===== src/sv/mbm_pkg.sv =====
// shared constants, types and tables for the mono bitmap magnifier
package mbm_pkg;

    localparam int BITMAP_SIZE_DEF  = 256;
    localparam int MAX_MAG_LOG2_DEF = 4;

    localparam int MAG_W      = 3;
    localparam int GRID_W     = 4;
    localparam int CFG_IDX_W  = 2;
    localparam int CFG_DATA_W = 4;

    localparam int SRC_W     = 8;
    localparam int COL_W     = 5;
    localparam int ROW_W     = 8;
    localparam int COORD_W   = 12;
    localparam int PIX_W     = 64;
    localparam int CELL_W    = 16;
    localparam int LANES     = 8;
    localparam int ROW_PIX_W = 2 * PIX_W;

    // register indexes on the configuration port
    localparam logic [CFG_IDX_W-1:0] CFG_MAG_LOG2   = 2'd0;
    localparam logic [CFG_IDX_W-1:0] CFG_GRID_MIN   = 2'd1;
    localparam logic [CFG_IDX_W-1:0] CFG_GRID_SHOWN = 2'd2;

    localparam logic [MAG_W-1:0]  MAG_RESET      = 3'd1;
    localparam logic [GRID_W-1:0] GRID_MIN_RESET = 4'd2;

    typedef struct packed {
        logic [MAG_W-1:0] mag;
        logic             gaps;
    } lane_ctl_t;

    // gap pattern per factor, bit 0 leftmost, clears the rightmost pixel of each cell
    function automatic logic [CELL_W-1:0] gap_mask(input logic [MAG_W-1:0] mag);
        logic [CELL_W-1:0] m;
        case (mag)
            3'd2:    m = 16'h7777;
            3'd3:    m = 16'h7F7F;
            3'd4:    m = 16'h7FFF;
            default: m = 16'hFFFF;
        endcase
        return m;
    endfunction

    // one cell of replicated pixels, as wide as the factor
    function automatic logic [CELL_W-1:0] cell_ones(input logic [MAG_W-1:0] mag);
        logic [CELL_W-1:0] m;
        case (mag)
            3'd2:    m = 16'h000F;
            3'd3:    m = 16'h00FF;
            3'd4:    m = 16'hFFFF;
            default: m = 16'h0003;
        endcase
        return m;
    endfunction

endpackage


===== src/sv/mbm_if.sv =====
// valid/ready channel interfaces for input bytes and magnified rows
interface mbm_in_if;
    logic                       valid;
    logic                       ready;
    logic [mbm_pkg::SRC_W-1:0]  src_byte;
    logic [mbm_pkg::COL_W-1:0]  byte_col;
    logic [mbm_pkg::ROW_W-1:0]  src_row;

    modport source (output valid, output src_byte, output byte_col, output src_row,
                    input ready);
    modport sink   (input valid, input src_byte, input byte_col, input src_row,
                    output ready);
endinterface

interface mbm_out_if;
    logic                         valid;
    logic                         ready;
    logic [mbm_pkg::COORD_W-1:0]  dest_row;
    logic [mbm_pkg::COORD_W-1:0]  dest_x;
    logic [mbm_pkg::PIX_W-1:0]    pixels_lo;
    logic [mbm_pkg::PIX_W-1:0]    pixels_hi;
    logic                         last;

    modport source (output valid, output dest_row, output dest_x, output pixels_lo,
                    output pixels_hi, output last, input ready);
    modport sink   (input valid, input dest_row, input dest_x, input pixels_lo,
                    input pixels_hi, input last, output ready);
endinterface


===== src/sv/mbm_lane.sv =====
// one pixel lane: replicates a source pixel into a cell and applies the gap pattern
module mbm_lane (
    input  logic                         pixel,
    input  mbm_pkg::lane_ctl_t           ctl,
    output logic [mbm_pkg::CELL_W-1:0]   lane_pix
);

    logic [mbm_pkg::CELL_W-1:0] mask;

    assign mask     = ctl.gaps ? mbm_pkg::gap_mask(ctl.mag) : {mbm_pkg::CELL_W{1'b1}};
    assign lane_pix = pixel ? (mbm_pkg::cell_ones(ctl.mag) & mask) : '0;

endmodule


===== src/sv/mbm_merge.sv =====
// packs the lane cells side by side into one magnified row
module mbm_merge (
    input  logic [mbm_pkg::LANES-1:0][mbm_pkg::CELL_W-1:0] cells,
    input  mbm_pkg::lane_ctl_t                             ctl,
    output logic [mbm_pkg::ROW_PIX_W-1:0]                  row_pix
);

    always_comb
    begin
        row_pix = '0;
        case (ctl.mag)
            3'd2:
            begin
                for (int i = 0; i < mbm_pkg::LANES; i++)
                begin
                    row_pix[i*4 +: 4] = cells[i][3:0];
                end
            end
            3'd3:
            begin
                for (int i = 0; i < mbm_pkg::LANES; i++)
                begin
                    row_pix[i*8 +: 8] = cells[i][7:0];
                end
            end
            3'd4:
            begin
                for (int i = 0; i < mbm_pkg::LANES; i++)
                begin
                    row_pix[i*16 +: 16] = cells[i];
                end
            end
            default:
            begin
                for (int i = 0; i < mbm_pkg::LANES; i++)
                begin
                    row_pix[i*2 +: 2] = cells[i][1:0];
                end
            end
        endcase
    end

endmodule


===== src/sv/mono_bitmap_magnifier.sv =====
// mono bitmap magnifier top level: config registers, lanes, row sequencer, output register
//
// Each accepted byte is expanded by eight pixel lanes and a merge stage into one magnified
// row, held in a row stage while a sub-row counter sends out 2^mag_log2 results (2, 4, 8
// or 16) through an output register, one per cycle unless out_ch.ready holds them back.
// The next byte is taken in the cycle its predecessor's last row moves to the output
// register, so items follow back to back. A byte's first result passes through the row
// stage and then the output register. mag_log2 of 0 acts as 1, values above MAX_MAG_LOG2
// saturate; src_row wraps at the bitmap size, which must be a power of two, and byte_col
// at an eighth of it. Configuration may be written only while no item is in flight.
module mono_bitmap_magnifier #(
    parameter int BITMAP_SIZE  = mbm_pkg::BITMAP_SIZE_DEF,
    parameter int MAX_MAG_LOG2 = mbm_pkg::MAX_MAG_LOG2_DEF
) (
    input  logic                                clk,
    input  logic                                rst_n,
    input  logic                                cfg_we,
    input  logic [mbm_pkg::CFG_IDX_W-1:0]       cfg_index,
    input  logic [mbm_pkg::CFG_DATA_W-1:0]      cfg_data,
    mbm_in_if.sink                              in_ch,
    mbm_out_if.source                           out_ch
);

    localparam int RW = $clog2(BITMAP_SIZE);
    localparam int CW = $clog2(BITMAP_SIZE / 8);
    localparam int KW = MAX_MAG_LOG2;

    // configuration registers
    logic [mbm_pkg::MAG_W-1:0]  mag_reg;
    logic [mbm_pkg::GRID_W-1:0] grid_min_reg;
    logic                       grid_shown_reg;

    always_ff @(posedge clk or negedge rst_n)
    begin
        if (!rst_n)
        begin
            mag_reg        <= mbm_pkg::MAG_RESET;
            grid_min_reg   <= mbm_pkg::GRID_MIN_RESET;
            grid_shown_reg <= 1'b0;
        end
        else if (cfg_we)
        begin
            case (cfg_index)
                mbm_pkg::CFG_MAG_LOG2:   mag_reg        <= cfg_data[mbm_pkg::MAG_W-1:0];
                mbm_pkg::CFG_GRID_MIN:   grid_min_reg   <= cfg_data[mbm_pkg::GRID_W-1:0];
                mbm_pkg::CFG_GRID_SHOWN: grid_shown_reg <= cfg_data[0];
                default: ;
            endcase
        end
    end

    // effective factor and gap decision
    logic [mbm_pkg::MAG_W-1:0] eff_mag;
    logic                      gaps;
    mbm_pkg::lane_ctl_t        lane_ctl;

    always_comb
    begin
        if (mag_reg == '0)
            eff_mag = mbm_pkg::MAG_W'(1);
        else if (mag_reg > mbm_pkg::MAG_W'(MAX_MAG_LOG2))
            eff_mag = mbm_pkg::MAG_W'(MAX_MAG_LOG2);
        else
            eff_mag = mag_reg;
    end

    assign gaps = (eff_mag >= mbm_pkg::MAG_W'(2)) &&
                  ((mbm_pkg::GRID_W'(eff_mag) < grid_min_reg) || !grid_shown_reg);
    assign lane_ctl = '{mag: eff_mag, gaps: gaps};

    // pixel lanes and merge
    logic [mbm_pkg::LANES-1:0][mbm_pkg::CELL_W-1:0] cells;
    logic [mbm_pkg::ROW_PIX_W-1:0]                  row_pix;

    for (genvar g = 0; g < mbm_pkg::LANES; g++)
    begin : g_lane
        mbm_lane u_lane (
            .pixel    (in_ch.src_byte[g]),
            .ctl      (lane_ctl),
            .lane_pix (cells[g])
        );
    end

    mbm_merge u_merge (
        .cells   (cells),
        .ctl     (lane_ctl),
        .row_pix (row_pix)
    );

    // coordinates of the incoming byte
    logic [RW-1:0]                row_idx;
    logic [CW-1:0]                col_idx;
    logic [mbm_pkg::COORD_W-1:0]  row_base_next;
    logic [mbm_pkg::COORD_W-1:0]  x_next;
    logic [KW-1:0]                last_k_next;

    assign row_idx       = in_ch.src_row[RW-1:0];
    assign col_idx       = in_ch.byte_col[CW-1:0];
    assign row_base_next = mbm_pkg::COORD_W'(row_idx) << eff_mag;
    assign x_next        = mbm_pkg::COORD_W'(col_idx) << (eff_mag + mbm_pkg::MAG_W'(3));
    assign last_k_next   = ~({KW{1'b1}} << eff_mag);

    // row stage with sub-row counter
    logic                         a_valid_reg;
    logic [mbm_pkg::ROW_PIX_W-1:0] a_pix_reg;
    logic [mbm_pkg::COORD_W-1:0]  a_row_reg;
    logic [mbm_pkg::COORD_W-1:0]  a_x_reg;
    logic [KW-1:0]                a_cnt_reg;
    logic [KW-1:0]                a_last_k_reg;
    logic                         a_gaps_reg;

    // output register
    logic                         out_valid_reg;
    logic [mbm_pkg::COORD_W-1:0]  out_row_reg;
    logic [mbm_pkg::COORD_W-1:0]  out_x_reg;
    logic [mbm_pkg::PIX_W-1:0]    out_lo_reg;
    logic [mbm_pkg::PIX_W-1:0]    out_hi_reg;
    logic                         out_last_reg;

    logic out_load;
    logic emit;
    logic a_last;
    logic a_done;
    logic in_acc;
    logic blank;

    assign out_load = !out_valid_reg || out_ch.ready;
    assign emit     = a_valid_reg && out_load;
    assign a_last   = (a_cnt_reg == a_last_k_reg);
    assign a_done   = emit && a_last;
    assign in_acc   = in_ch.valid && in_ch.ready;
    assign blank    = a_gaps_reg && a_last;

    assign in_ch.ready = !a_valid_reg || a_done;

    always_ff @(posedge clk or negedge rst_n)
    begin
        if (!rst_n)
        begin
            a_valid_reg <= 1'b0;
            a_cnt_reg   <= '0;
        end
        else if (in_acc)
        begin
            a_valid_reg <= 1'b1;
            a_cnt_reg   <= '0;
        end
        else if (a_done)
        begin
            a_valid_reg <= 1'b0;
        end
        else if (emit)
        begin
            a_cnt_reg <= a_cnt_reg + KW'(1);
        end
    end

    always_ff @(posedge clk)
    begin
        if (in_acc)
        begin
            a_pix_reg    <= row_pix;
            a_row_reg    <= row_base_next;
            a_x_reg      <= x_next;
            a_last_k_reg <= last_k_next;
            a_gaps_reg   <= gaps;
        end
    end

    always_ff @(posedge clk or negedge rst_n)
    begin
        if (!rst_n)
            out_valid_reg <= 1'b0;
        else if (out_load)
            out_valid_reg <= a_valid_reg;
    end

    always_ff @(posedge clk)
    begin
        if (emit)
        begin
            out_row_reg  <= a_row_reg | mbm_pkg::COORD_W'(a_cnt_reg);
            out_x_reg    <= a_x_reg;
            out_lo_reg   <= blank ? '0 : a_pix_reg[mbm_pkg::PIX_W-1:0];
            out_hi_reg   <= blank ? '0 : a_pix_reg[mbm_pkg::ROW_PIX_W-1:mbm_pkg::PIX_W];
            out_last_reg <= a_last;
        end
    end

    assign out_ch.valid     = out_valid_reg;
    assign out_ch.dest_row  = out_row_reg;
    assign out_ch.dest_x    = out_x_reg;
    assign out_ch.pixels_lo = out_lo_reg;
    assign out_ch.pixels_hi = out_hi_reg;
    assign out_ch.last      = out_last_reg;

`ifndef SYNTH
    // counter steps by one per row sent while the byte is not finished
    a_cnt_step: assert property (@(posedge clk) disable iff (!rst_n)
        emit && !a_done && !in_acc |=> a_cnt_reg == $past(a_cnt_reg) + KW'(1))
        else $error("sub-row counter did not advance");

    // a finished byte with no successor leaves the row stage empty
    a_drain: assert property (@(posedge clk) disable iff (!rst_n)
        a_done && !in_acc |=> !a_valid_reg)
        else $error("row stage still busy after last row");

    // the final row of a gapped cell is blank and marked last
    a_blank_row: assert property (@(posedge clk) disable iff (!rst_n)
        emit && a_gaps_reg && a_last |=>
            out_ch.last && out_ch.pixels_lo == '0 && out_ch.pixels_hi == '0)
        else $error("gap row not cleared");

    // a new byte enters a busy row stage only when its last row moves to the output register this cycle
    a_no_overrun: assert property (@(posedge clk) disable iff (!rst_n)
        in_acc && a_valid_reg |-> out_load && a_last)
        else $error("byte accepted over unfinished item");
`endif

endmodule


===== src/flat_wrapper.sv =====
// flat-port wrapper written by rule: the top's interface ports become plain ports
module mono_bitmap_magnifier_flat 
#(
    parameter int BITMAP_SIZE  = mbm_pkg::BITMAP_SIZE_DEF,
    parameter int MAX_MAG_LOG2 = mbm_pkg::MAX_MAG_LOG2_DEF
)
  (clk, rst_n, cfg_we, cfg_index, cfg_data, in_ch_valid, in_ch_src_byte, in_ch_byte_col, in_ch_src_row, in_ch_ready, out_ch_valid, out_ch_dest_row, out_ch_dest_x, out_ch_pixels_lo, out_ch_pixels_hi, out_ch_last, out_ch_ready);
  mbm_in_if in_ch_i ();
  mbm_out_if out_ch_i ();
  input  logic clk;
  input  logic rst_n;
  input  logic cfg_we;
  input  logic [mbm_pkg::CFG_IDX_W-1:0] cfg_index;
  input  logic [mbm_pkg::CFG_DATA_W-1:0] cfg_data;
  input wire logic [$bits(in_ch_i.valid)-1:0] in_ch_valid;
  input wire logic [$bits(in_ch_i.src_byte)-1:0] in_ch_src_byte;
  input wire logic [$bits(in_ch_i.byte_col)-1:0] in_ch_byte_col;
  input wire logic [$bits(in_ch_i.src_row)-1:0] in_ch_src_row;
  output wire logic [$bits(in_ch_i.ready)-1:0] in_ch_ready;
  output wire logic [$bits(out_ch_i.valid)-1:0] out_ch_valid;
  output wire logic [$bits(out_ch_i.dest_row)-1:0] out_ch_dest_row;
  output wire logic [$bits(out_ch_i.dest_x)-1:0] out_ch_dest_x;
  output wire logic [$bits(out_ch_i.pixels_lo)-1:0] out_ch_pixels_lo;
  output wire logic [$bits(out_ch_i.pixels_hi)-1:0] out_ch_pixels_hi;
  output wire logic [$bits(out_ch_i.last)-1:0] out_ch_last;
  input wire logic [$bits(out_ch_i.ready)-1:0] out_ch_ready;
  assign in_ch_i.valid = in_ch_valid;
  assign in_ch_i.src_byte = in_ch_src_byte;
  assign in_ch_i.byte_col = in_ch_byte_col;
  assign in_ch_i.src_row = in_ch_src_row;
  assign in_ch_ready = in_ch_i.ready;
  assign out_ch_valid = out_ch_i.valid;
  assign out_ch_dest_row = out_ch_i.dest_row;
  assign out_ch_dest_x = out_ch_i.dest_x;
  assign out_ch_pixels_lo = out_ch_i.pixels_lo;
  assign out_ch_pixels_hi = out_ch_i.pixels_hi;
  assign out_ch_last = out_ch_i.last;
  assign out_ch_i.ready = out_ch_ready;
  mono_bitmap_magnifier #(.BITMAP_SIZE(BITMAP_SIZE), .MAX_MAG_LOG2(MAX_MAG_LOG2)) u_core (.clk(clk), .rst_n(rst_n), .cfg_we(cfg_we), .cfg_index(cfg_index), .cfg_data(cfg_data), .in_ch(in_ch_i), .out_ch(out_ch_i));
endmodule

===== config.mk =====
export PLATFORM = sky130hd
export DESIGN_NAME = mono_bitmap_magnifier_flat
export DESIGN_NICKNAME = d
export VERILOG_FILES = /design/src/sv/mbm_pkg.sv /design/src/sv/mbm_if.sv /design/src/sv/mbm_lane.sv /design/src/sv/mbm_merge.sv /design/src/sv/mono_bitmap_magnifier.sv /design/src/flat_wrapper.sv
export SDC_FILE = /design/constraint.sdc
export NUM_CORES = 1
export LEC_CHECK = 0
export ABC_AREA = 1
export BUFFER_PORTS_ARGS = -buffer_cell sky130_fd_sc_hd__buf_2
export CAP_MARGIN = 25
export CORE_ASPECT_RATIO = 1.75
export CORE_MARGIN = 4
export CORE_UTILIZATION = 33
export CTS_CLUSTER_DIAMETER = 200
export CTS_CLUSTER_SIZE = 40
export DETAILED_ROUTE_END_ITERATION = 8
export HOLD_SLACK_MARGIN = 0.06
export PLACE_DENSITY = 0.62
export SYNTH_ARGS = -nofsm -noshare
export SYNTH_HDL_FRONTEND = slang
export SYNTH_SLANG_ARGS = --single-unit

===== constraint.sdc =====
create_clock -name clk -period 8.7 [get_ports clk]
set_input_delay 0.87 -clock clk [delete_from_list [all_inputs] [get_ports clk]]
set_output_delay 0.87 -clock clk [all_outputs]
set_load 0.05 [all_outputs]

Word level (Yosys, flattened, before mapping)
Cells that the tools add are included.

word-level totals
  register bits after elaboration = 324

operators by class
  bitwise logic cells = 3
  shift operators = 3
  reductions and logical operators = 23
  equality and inequality tests = 7
  mux-type cells = 21
  order comparisons = 3
  add/subtract/negate cells = 2

operator list
  kind                                                                count
  one-hot mux 16 bit (3 select lines)                                 4
  two-way mux 16 bit                                                  5
  one-hot mux 32 bit (2 select lines)                                 1
  two-way mux 8 bit                                                   4
  AND 16 bit                                                          1
  AND reduction 2 bit                                                 8
  two-way mux 4 bit                                                   3
  bitwise OR 12 x 4 -> 12 bit                                         1
  left shift 5 x 3 -> 12 bit                                          1
  left shift 8 x 3 -> 12 bit                                          1
  == test 3 x 2 -> 1 bit (second input constant)                      2
  two-way mux 3 bit                                                   2
  logical AND 1 bit                                                   5
  adder 4 x 1 -> 4 bit (second input constant)                        1
  == test 4 bit                                                       1
  < comparator 3 x 4 -> 1 bit                                         1
  NOT 4 bit                                                           1
  nonzero test 2 bit                                                  2
  left shift 4 x 3 -> 4 bit (first input constant)                    1
  adder 3 x 2 -> 3 bit (second input constant)                        1
  == test 3 bit (second input constant)                               1
  greater-or-equal comparator 3 x 2 -> 1 bit (second input constant)  1
  > comparator 3 bit (second input constant)                          1
  logical NOT 1 bit                                                   3
  7 further kinds                                                     10

Depth between registers and ports, before layout
  depth after elaboration = 10
  depth in mapped cells = 14
  depth with buffers taken out = 13

Cells and area by module
From an unflattened synthesis, not the netlist that was laid out.

second synthesis, totals
  cell total of the unflattened synthesis = 1,369
  area total of the unflattened synthesis = 14,868.0 µm²

modules (own cells, without submodules)
  module                 cells an instance  instances  sequential area each (µm²)  area each (µm²)
  mono_bitmap_magnifier  790                1          9,661.8                     11,821.3
  mbm_merge              379                1          0.0                         1,885.6
  mbm_lane               25                 8          0.0                         145.1

Worst setup path before layout
No wires, ideal clock.

  path kind = input port to flip-flop
  start = input out_ch_ready
  end = register u_core.a_gaps_reg, enable pin
  path buffers = 0
  cell stages on the path = 4
  path slack = 2,841 ps
  data arrival time = 5,298 ps
  cells stage by stage = inv_1 nand3_1 nand2_1 nor2_1

on the way
  cells in the longest elaborated chain, start to end = 5

RTL lines
  what                     RTL line                      RTL
  start: declaration       flat_wrapper.sv:26            input wire logic [$bits(out_ch_i.ready)-1:0] out_ch_ready;
  logical OR 1 bit         mono_bitmap_magnifier.sv:127  assign out_load = !out_valid_reg || out_ch.ready;
  logical AND 1 bit        mono_bitmap_magnifier.sv:128  assign emit = a_valid_reg && out_load;
  logical AND 1 bit        mono_bitmap_magnifier.sv:130  assign a_done = emit && a_last;
  logical OR 1 bit         mono_bitmap_magnifier.sv:134  assign in_ch.ready = !a_valid_reg || a_done;
  logical AND 1 bit        mono_bitmap_magnifier.sv:131  assign in_acc = in_ch.valid && in_ch.ready;
  named net u_core.in_acc  mono_bitmap_magnifier.sv:124  logic in_acc;
  end signal: assignment   mono_bitmap_magnifier.sv:166  a_gaps_reg <= gaps;
  end: declaration         mono_bitmap_magnifier.sv:110  logic a_gaps_reg;

The timed path passes the listed nets, and every way through them passes these cells.
A chain may end at the register's enable or synchronous reset.

Final worst setup path
  start = register u_core.a_cnt_reg[0]
  end = register u_core.a_pix_reg[111] (netlist name), enable pin

on the way
  cells in the longest elaborated chain, start to end = 4

RTL lines
  what                      RTL line                      RTL
  start: declaration        mono_bitmap_magnifier.sv:108  logic [KW-1:0] a_cnt_reg;
  start signal: assignment  mono_bitmap_magnifier.sv:154  a_cnt_reg <= a_cnt_reg + KW'(1);
  == test 4 bit             mono_bitmap_magnifier.sv:129  assign a_last = (a_cnt_reg == a_last_k_reg);
  logical AND 1 bit         mono_bitmap_magnifier.sv:130
  logical OR 1 bit          mono_bitmap_magnifier.sv:134
  logical AND 1 bit         mono_bitmap_magnifier.sv:131
  named net u_core.in_acc   mono_bitmap_magnifier.sv:124
  end signal: assignment    mono_bitmap_magnifier.sv:162  a_pix_reg <= row_pix;
  end: declaration          mono_bitmap_magnifier.sv:105  logic [mbm_pkg::ROW_PIX_W-1:0] a_pix_reg;

The timed path passes the listed nets, and every way through them passes these cells.

==> flow_metrics.env <==
export IMPL_slew_headroom=0.375
export IMPL_reg2regPathDepth=7
export IMPL_hp_class="in2async"
export IMPL_cts_repair_resize_count=0
export IMPL_reg2reg_to="u_core.a_pix_reg[111]$_SDFFCE_PN0P_"
export IMPL_yosysTopAreaCell="edfxtp_1"
export IMPL_nets=911
export IMPL_ir_drop_mv=0.125
export IMPL_antenna_left=0
export IMPL_clock_latency_ps=480
export IMPL_cp_end_kind="register"
export IMPL_p_leak_uw=0.00452
export IMPL_hpwl_um=13600
export IMPL_dieArea_mm2=0.0302
export IMPL_fin_crit_ps=3150
export IMPL_synth_seq_area_share=0.697
export IMPL_hold_viol_final=0
export IMPL_r2r_start="u_core.a_cnt_reg[0]$_DFFE_PN0P_"
export IMPL_period_share=0.362
export IMPL_worstMarginPinSlew_ps=937
export IMPL_port_buffers=186
export IMPL_antenna_found_initial=5
export IMPL_largest_reg_flops=72
export IMPL_grt_pass1_wl_um=27600
export IMPL_row_count=79
export IMPL_cpPeakStageDelay_ps=820
export IMPL_syn_num_nets=790
export IMPL_crit_fanout=69
export IMPL_path_common_cell="nand2_1"
export IMPL_p_total_uw=2740
export IMPL_drt_total_wl_um=18600
export IMPL_startpoint_type="register"
export IMPL_dieHeight_um=227
export IMPL_setup_worst_path_end="u_core.a_pix_reg[111]$_SDFFCE_PN0P_"
export IMPL_synth_edf_count=198
export IMPL_fmax_mhz=317
export IMPL_outcome="finished, final reports clean"
export IMPL_arrival_ps=3270
export IMPL_grt_start_max_net_pins=77
export IMPL_clk_pin_slew_ps=140
export IMPL_die_w_um=133
export IMPL_cp_data_required_time_ps=8820
export IMPL_synth_area_per_cell_um2=12.0
export IMPL_postSynth_asyncResetShare=0.0660
export IMPL_drcViolationCount=0
export IMPL_fin_worst_skew_ps=43.7
export IMPL_final_common_cell="edfxtp_1"
export IMPL_cts_setup_buffers=0
export IMPL_yosysWarnings=0
export IMPL_hold_ws_ps=266
export IMPL_synth_top_cell_area_share=0.658
export IMPL_worst_path_stages=7
export IMPL_core_area_mm2=0.0268
export IMPL_avgRoutedWirePerCell_um=15.0
export IMPL_n_fill_cell=2569
export IMPL_slew_viol_final=0
export IMPL_hold_buffers=0
export IMPL_drt_vias_per_instance=4.35
export IMPL_setup_tns_final_ps=0
export IMPL_synthCells=750
export IMPL_final_cell_mix="edfxtp_1 (198), buf_2 (186), nand2_1 (150), inv_1 (118), o21ai_0 (48)"
export IMPL_grtUsageTotal=0.118
export IMPL_start_util=0.337
export IMPL_cts_made_buffers=9
export IMPL_cp_cell_sequence="or2_0 > a21oi_2 > nand2_2 > nand2_1 > nand2_1 > nor2_4 > buf_4"
export IMPL_cpMaxStageDelayCell="buf_4"
export IMPL_place_congestion=0.866
export IMPL_rsz0062_at_grt="no"
export IMPL_ios=187
export IMPL_setup_viol=0
export IMPL_ys_top_cells_by_area="edfxtp_1 (66%), nand2_1 (6.2%), inv_1 (4.9%)"
export IMPL_via_count=5375
export IMPL_cts_buffer_depth=3
export IMPL_gr_total_overflow=0
export IMPL_cts_sinks=212
export IMPL_areaGrowthSynthToFinish_pct=12.2
export IMPL_syn_cell_area_mm2=0.00903
export IMPL_power_density_mw_per_mm2=271
export IMPL_path_buf_inv=1
export IMPL_cts_root_buf="clkbuf_16"
export IMPL_cp_top_family="simple AND/OR/NAND/NOR gates"
export IMPL_drive_gt1_frac=0.271
export IMPL_ys_ff_latch=212
export IMPL_grt_pass1_vias=5022
export IMPL_synth_flop_cell="edfxtp_1"
export IMPL_synth_distinct_cells=44
export IMPL_firstDrtPassIters=4
export IMPL_drv_cap=0
export IMPL_cts_tree="built"
export IMPL_fin_util=0.378
export IMPL_drt_iter0_markers=349
export IMPL_startpoint="u_core.a_cnt_reg[0]$_DFFE_PN0P_"
export IMPL_crit_type="reg2reg"
export IMPL_htree_levels=1
export IMPL_rrSetupSlack_ps=5550
## cell type report
cell class | instances | area (um2) | share of cell area
well taps | 364 | 455 | 0.0450
repair buffers | 188 | 946 | 0.0934
clock inverters | 1 | 30.0 | 0.00296
multi-input cells | 329 | 1650 | 0.163
diodes | 1 | 2.50 | 0.000247
clock buffers | 11 | 233 | 0.0230
flip-flops and latches | 212 | 6300 | 0.622
inverters | 131 | 515 | 0.0509
## how the worst min path moves through the flow
stage / startpoint / endpoint / slack (ps) / cells past startpoint
3_3_place_gp: u_core.a_x_reg[0]$_SDFFCE_PN0P_ / u_core.out_ch.dest_x[0]$_DFFE_PP_ / 400 / 0
5_1_grt: rst_n / u_core.out_ch.valid$_DFFE_PN0P_ / 270 / 1
2_1_floorplan: u_core.a_row_reg[10]$_DFFE_PP_ / u_core.out_ch.dest_row[10]$_DFFE_PP_ / 400 / 0
3_5_place_dp: u_core.a_x_reg[0]$_SDFFCE_PN0P_ / u_core.out_ch.dest_x[0]$_DFFE_PP_ / 410 / 0
4_1_cts: rst_n / u_core.a_cnt_reg[0]$_DFFE_PN0P_ / 270 / 1
6_report: rst_n / u_core.out_ch.valid$_DFFE_PN0P_ / 270 / 1
## layer usage
layer / wire, um / track usage
met3: 1260 / 0.0226
met1: 6260 / 0.117
met4: 380 / 0.0369
met5: 41 / 0
met2: 10600 / 0.241
## where the power goes
part	internal [uW]	total [uW]	leakage (uW)	switching, uW
Clock	199	500	0.000125	300
Sequential	1290	1360	0.00206	65.1
Combinational	180	886	0.00233	706
## logic make-up (layout without fill, tap and decap cells)
family,after synthesis,in the layout,synth area share
AO/OA/AOI/OAI,75,75,0.0471
XOR/XNOR,6,6,0.00790
adder cells (fa/ha/maj),8,8,0.0111
buffers and inverters,209,331,0.121
flip-flops,212,212,0.697
multiplexers,2,2,0.00236
other,1,2,0.000415
AND/OR/NAND/NOR,237,237,0.113
## synth_stat cells (2+ instances only)
cell type	instances
buf_4	58
buf_2	6
dfrtp_1	12
o221ai_1	3
a21boi_0	2
nor2_1	46
a21oi_1	3
o32ai_1	2
o2111ai_1	3
nand4_1	2
clkbuf_1	6
dfstp_2	2
nor4_1	2
edfxtp_1	198
inv_1	119
ha_1	8
o21ai_0	48
o21ai_1	9
xor2_1	5
nor3_1	2
nor2_4	2
inv_2	10
nand2_1	150
buf_6	8
or2_2	5
nand3_1	15
nand2_2	4
nand2_4	4
## metrics by stage
stage | cell area (um2) | setup slack (ps) | instances
after global placement | 9860 | 5500 | 1224
after floorplan | 9030 | 2840 | 750
after CTS | 10100 | 5530 | 1236
final | 10100 | 5550 | 1237
after global routing | 10100 | 5300 | 1237
after detailed placement | 9860 | 5470 | 1224
Power figures use the tool's default switching activity.
